$ cat src/hdl/iole_pkg.sv
`default_nettype none
package iole_pkg;
  // Index width able to hold the largest supported capacity (4096)
  localparam int IDX_W = 13;
  localparam int DEF_CAPACITY = 64;
  localparam int DATA_W = 32;
  localparam int OP_W = 4;
  localparam int POS_W = 8;
  localparam int ST_W = 2;
  localparam int CNT_W = 7;

  localparam logic [OP_W-1:0] OP_FRONT   = 4'd0;
  localparam logic [OP_W-1:0] OP_APPEND  = 4'd1;
  localparam logic [OP_W-1:0] OP_INS_AT  = 4'd2;
  localparam logic [OP_W-1:0] OP_POP_LST = 4'd3;
  localparam logic [OP_W-1:0] OP_POP_FST = 4'd4;
  localparam logic [OP_W-1:0] OP_REM_AT  = 4'd5;
  localparam logic [OP_W-1:0] OP_READ    = 4'd6;
  localparam logic [OP_W-1:0] OP_SEARCH  = 4'd7;
  localparam logic [OP_W-1:0] OP_SORTED  = 4'd8;
  localparam logic [OP_W-1:0] OP_REVERSE = 4'd9;
  localparam logic [OP_W-1:0] OP_LENGTH  = 4'd10;

  localparam logic [ST_W-1:0] ST_OK    = 2'd0;
  localparam logic [ST_W-1:0] ST_EMPTY = 2'd1;
  localparam logic [ST_W-1:0] ST_RANGE = 2'd2;
  localparam logic [ST_W-1:0] ST_FULL  = 2'd3;

  localparam logic [1:0] MD_HOLD = 2'd0;
  localparam logic [1:0] MD_INS  = 2'd1;
  localparam logic [1:0] MD_REM  = 2'd2;

  // Broadcast to every cell
  typedef struct packed {
    logic [1:0]        mode;
    logic [IDX_W-1:0]  idx;   // insert slot / remove slot
    logic [IDX_W-1:0]  hi;    // shift bound: last shifting slot on insert, one past it on remove
    logic [IDX_W-1:0]  rd;    // slot driven onto the read bus
    logic [IDX_W-1:0]  n;     // current length
    logic [DATA_W-1:0] data;  // value written into slot idx
    logic [DATA_W-1:0] key;   // search key
  } cell_ctrl_t;

  typedef struct packed {
    logic [DATA_W-1:0] rd_val; // own value if selected, else zero
    logic              hit;    // holds key, inside list
    logic              bad;    // greater than right neighbor, inside list
  } cell_stat_t;
endpackage
`default_nettype wire

$ cat src/hdl/iole_cell.sv
`default_nettype none
module iole_cell
  import iole_pkg::*;
#(
  parameter int IDX = 0
) (
  input  wire logic              clk,
  input  cell_ctrl_t             ctrl,
  input  wire logic [DATA_W-1:0] left_val,
  input  wire logic [DATA_W-1:0] right_val,
  output logic      [DATA_W-1:0] val,
  output cell_stat_t             stat
);
  localparam logic [IDX_W-1:0] K = IDX_W'(IDX);

  always_ff @(posedge clk) begin
    unique case (ctrl.mode)
      MD_INS: begin
        if (K == ctrl.idx) begin
          val <= ctrl.data;
        end else if (K > ctrl.idx && K <= ctrl.hi) begin
          val <= left_val;
        end
      end
      MD_REM: begin
        if (K >= ctrl.idx && K < ctrl.hi) begin
          val <= right_val;
        end
      end
      default: begin
      end
    endcase
  end

  always_comb begin
    stat.rd_val = (K == ctrl.rd) ? val : '0;
    stat.hit    = (K < ctrl.n) && (val == ctrl.key);
    stat.bad    = ((K + 1'b1) < ctrl.n) && ($signed(val) > $signed(right_val));
  end
endmodule
`default_nettype wire

$ cat config.mk
export PLATFORM = sky130hd
export DESIGN_NAME = iole_cell
export DESIGN_NICKNAME = d
export VERILOG_FILES = /design/src/hdl/iole_pkg.sv /design/src/hdl/iole_cell.sv
export SDC_FILE = /design/constraint.sdc
export NUM_CORES = 1
export LEC_CHECK = 0
export BUFFER_PORTS_ARGS = -buffer_cell sky130_fd_sc_hd__buf_2
export CELL_PAD_IN_SITES_DETAIL_PLACEMENT = 1
export CELL_PAD_IN_SITES_GLOBAL_PLACEMENT = 2
export CORE_ASPECT_RATIO = 1.1
export CORE_MARGIN = 1.5
export CORE_UTILIZATION = 20
export DETAILED_ROUTE_END_ITERATION = 10
export GPL_TIMING_DRIVEN = 0
export PLACE_DENSITY_LB_ADDON = 0.2
export SLEW_MARGIN = 20
export SYNTH_ARGS = -nofsm -noshare
export SYNTH_HDL_FRONTEND = slang
export SYNTH_SLANG_ARGS = --single-unit
$ cat constraint.sdc
create_clock -name clk -period 4.3 [get_ports clk]
set_clock_uncertainty 0.15 [all_clocks]
set_input_delay 0.43 -clock clk [delete_from_list [all_inputs] [get_ports clk]]
set_output_delay 0.43 -clock clk [all_outputs]
set_load 0.1 [all_outputs]
Word level (Yosys, flattened, before mapping)
Cells that the tools add are included.
{ "op_classes": {"n_lt_le_gt_ge": 7, "eq_ne": 5, "mux": 5, "n_reduce_logical": 8} }
{ "op_table": {"columns": ["operator", "n"], "rows": [
  ["$mux W32", 4],
  ["$pmux W32 S2", 1],
  ["$lt A1 B13 Y1 const A", 3],
  ["$eq A32 B32 Y1", 1],
  ["$gt A32 B32 Y1", 1],
  ["$logic_not A13 Y1", 2],
  ["$ge A1 B13 Y1 const A", 1],
  ["$gt A1 B13 Y1 const A", 1],
  ["$le A1 B13 Y1 const A", 1],
  ["$logic_and A1 B1 Y1", 4],
  ["$ne A3 B3 Y1 const B", 1],
  ["$reduce_and A3 Y1", 1],
  ["$eq A2 B1 Y1 const B", 1],
  ["$eq A2 B2 Y1 const B", 1],
  ["$ne A2 B2 Y1 const B", 1],
  ["$reduce_bool A2 Y1", 1]
]} }
{ "totals": {"regBits": 32, "wordCells": 26} }

Depth between registers and ports, before layout
{ "logic_depth": {"depth_word": 5, "ltp_mapped": 8} }

Worst setup path before layout
No wires, ideal clock.
{ "synth_path": {"path_type": "flip-flop to output port", "from": "reg val[17]", "to": "out stat[0] (netlist bit)", "t_arrival_ps": 3788, "required_time_ps": 3720, "setup_slack_ps": -68, "stages_incl_launch_ff": 8, "n_path_buf": 0, "path_cell_list": "edfxtp_1 -> ha_1 -> a41o_1 -> a21oi_1 -> o221ai_1 -> a2111oi_0 -> nand2_1 -> mux2i_1"} }
{ "synth_lines": {"columns": ["item", "line", "text"], "rows": [
  ["start: declaration", "iole_cell.sv:11", "output logic [DATA_W-1:0] val,"],
  ["start signal: assignment", "iole_cell.sv:20", "val <= ctrl.data;"],
  ["start signal: assignment", "iole_cell.sv:22", "val <= left_val;"],
  ["start signal: assignment", "iole_cell.sv:27", "val <= right_val;"],
  ["end: declaration", "iole_cell.sv:12", "output cell_stat_t stat"]
]} }

==> impl_metrics.env <==
export IMPL_p_sw_mw=0.226
export IMPL_fin_hold_ws_ns=0.296
export IMPL_place_area_um2=4690
export IMPL_rows=48
export IMPL_gp_congestion=0.756
export IMPL_placement_io_buffers=248
export IMPL_cp_arrival_ns=2.91
export IMPL_grt_overflow=0
export IMPL_ir_worst_vdd_mv=0.101
export IMPL_cts_clk_slew_worst_paths_ns=0.05
export IMPL_hpwl_um=11500
export IMPL_grt_pass1_vias=3775
export IMPL_async_reset_ff_frac=0
export IMPL_avgSynthCellArea_um2=8.90
export IMPL_power_density_nw_per_um2=183
export IMPL_vias=3515
export IMPL_drtIter0Drc=81
export IMPL_ys_flop_type="edfxtp_1"
export IMPL_antenna_cells=0
export IMPL_dieHeight_um=135
export IMPL_ys_types=32
export IMPL_required_ns=3.72
export IMPL_p_seq_frac=0.393
export IMPL_fp_coreArea_um2=15600
export IMPL_period_needed_ns=3.49
export IMPL_cts_buffer_depth=2
export IMPL_drv_slew=0
export IMPL_drc=0
export IMPL_syn_area_um2=3160
export IMPL_largest_reg_flops=32
export IMPL_critPathLaunch="val[17]$_DFFE_PP_"
export IMPL_post_route_period_util=0.812
export IMPL_syn_nets=570
export IMPL_drive_gt1_frac=0.432
export IMPL_power_leakage_nw=2.63
export IMPL_path_class="reg2out"
export IMPL_design_area_um2=4820
export IMPL_finalSetupTns_ns=0
export IMPL_tightest_slew_ns=0.626
export IMPL_p_total_mw=0.881
export IMPL_power_internal_mw=0.655
export IMPL_syn_inst=355
export IMPL_layout_common_cells="buf_2, nand2_1, inv_1"
export IMPL_wirelength_um=13300
export IMPL_grt_use_total=0.162
export IMPL_final_common_cell="buf_2"
export IMPL_drv_cap=0
export IMPL_grt_setup_unrepaired="no"
export IMPL_final_hold_viol_count=0
export IMPL_avgViaCountPerCell=4.33
export IMPL_finalSetupViolCount=0
export IMPL_cts_buffers=5
export IMPL_drtAntennaViolNets=0
export IMPL_die_area_um2=16600
export IMPL_wl_per_cell_um=16.4
export IMPL_power_frac_clock=0.384
export IMPL_whs_path_depth=3
export IMPL_die_x_um=123
export IMPL_end_kind="output pin"
export IMPL_combPwrFrac=0.222
export IMPL_grt_max_degree=19
export IMPL_grt_pass1_wl_um=19900
export IMPL_area_growth_pct=52.6
export IMPL_start_util=0.203
export IMPL_cts_setup_buffers=0
export IMPL_outcome="finished, final reports clean"
export IMPL_htreeDepth=2
export IMPL_cts_tree="built"
export IMPL_cts_num_sinks=32
export IMPL_critPathCapture="stat[0]"
export IMPL_synth_edf_count=32
export IMPL_synth_warning_count=0
export IMPL_dr_pass1_iters=4
export IMPL_fin_nets=826
export IMPL_ios=249
export IMPL_hp_class="in2reg"
export IMPL_switching_share=0.256
export IMPL_startpoint_type="flop"
export IMPL_reg_largest_list="val: 32 flops"
export IMPL_synth_seq_cells=32
export IMPL_relSlewSlack=0.583
export IMPL_cts_resized=0
export IMPL_seq_area_frac_synth=0.304
export IMPL_crit_fanout=4
export IMPL_regMostFlops="val"
export IMPL_ctsHoldBuffers=0
export IMPL_root_buffer="clkbuf_16"
export IMPL_max_freq_mhz=286
export IMPL_antenna_found_initial=0
## cell type report
cell class,count,area (um^2)
plain buffers,13,75.1
clock buffers,5,125
clock inverters,2,7.51
fillers,1943,10700
inverters,34,128
multi-input cells,276,2010
flip-flops and latches,32,961
well taps,200,250
repair buffers,249,1270
## layer usage
layer	wire, um	track usage	vias up	part of all wire
met2	6960	0.306	142	0.52
met4	138	0.0349	0	0.010
met5	0	0	-	0
met1	5390	0.188	1593	0.40
li1	-	-	1772	-
met3	850	0.0283	8	0.064
## logic make-up after synthesis
kind of cell | share of synthesized area
AOI/OAI and AO/OA | 0.105
DFF | 0.304
adders and majority gates | 0.127
buffers and inverters | 0.0642
muxes | 0.105
xor gates and xnor gates | 0.0887
and+or+nand+nor | 0.207
## Yosys cell counts, types with 6 or more instances
| cell type | instances | area share |
|---|---|---|
| a21oi_1 | 12 | 0.019 |
| and2_1 | 32 | 0.063 |
| clkbuf_1 | 6 | 0.0071 |
| edfxtp_1 | 32 | 0.30 |
| ha_1 | 32 | 0.13 |
| inv_1 | 34 | 0.040 |
| mux2i_1 | 33 | 0.10 |
| nand2_1 | 39 | 0.046 |
| nand4_1 | 11 | 0.022 |
| nor2_1 | 6 | 0.0071 |
| nor4_1 | 18 | 0.036 |
| o21ai_1 | 32 | 0.051 |
| xor2_1 | 32 | 0.089 |
## power groups by stage
stage	clock network (mW)	logic, mW	registers (mW)
after detailed placement	0	0.201	0.353
after global routing	0.367	0.224	0.346
final	0.339	0.196	0.346
after global placement	0	0.195	0.353
after CTS	0.359	0.202	0.346
after floorplan	0	0.0836	0.353
## through the flow
step                      setup WS, ns  cells  utilization
after global placement          -0.301    803        0.299
after global routing             0.561    811        0.310
after detailed placement         0.906    804        0.301
final                            0.807    811        0.310
after floorplan                  0.136    355            -
after CTS                        0.695    811        0.310
## how the worst min path moves through the flow
| stage | slack (ns) | endpoint | startpoint |
|---|---|---|---|
| after floorplan | 0.47 | val[0]$_DFFE_PP_ | right_val[0] |
| after global placement | 0.58 | val[15]$_DFFE_PP_ | right_val[15] |
| after detailed placement | 0.59 | val[28]$_DFFE_PP_ | right_val[28] |
| after CTS | 0.29 | val[9]$_DFFE_PP_ | right_val[9] |
| after global routing | 0.31 | val[14]$_DFFE_PP_ | right_val[14] |
| final | 0.30 | val[9]$_DFFE_PP_ | right_val[9] |
## critical path: stages, from the launching register on
cell and delay, ns:
edfxtp_1 0.45, ha_1 0.33, a41o_1 0.24, a21oi_1 0.19, o221ai_1 0.16, a2111oi_0 0.47, nand2_1 0.14, mux2i_2 0.18
buf_2 0.46
(Power assumes the default switching activity.)
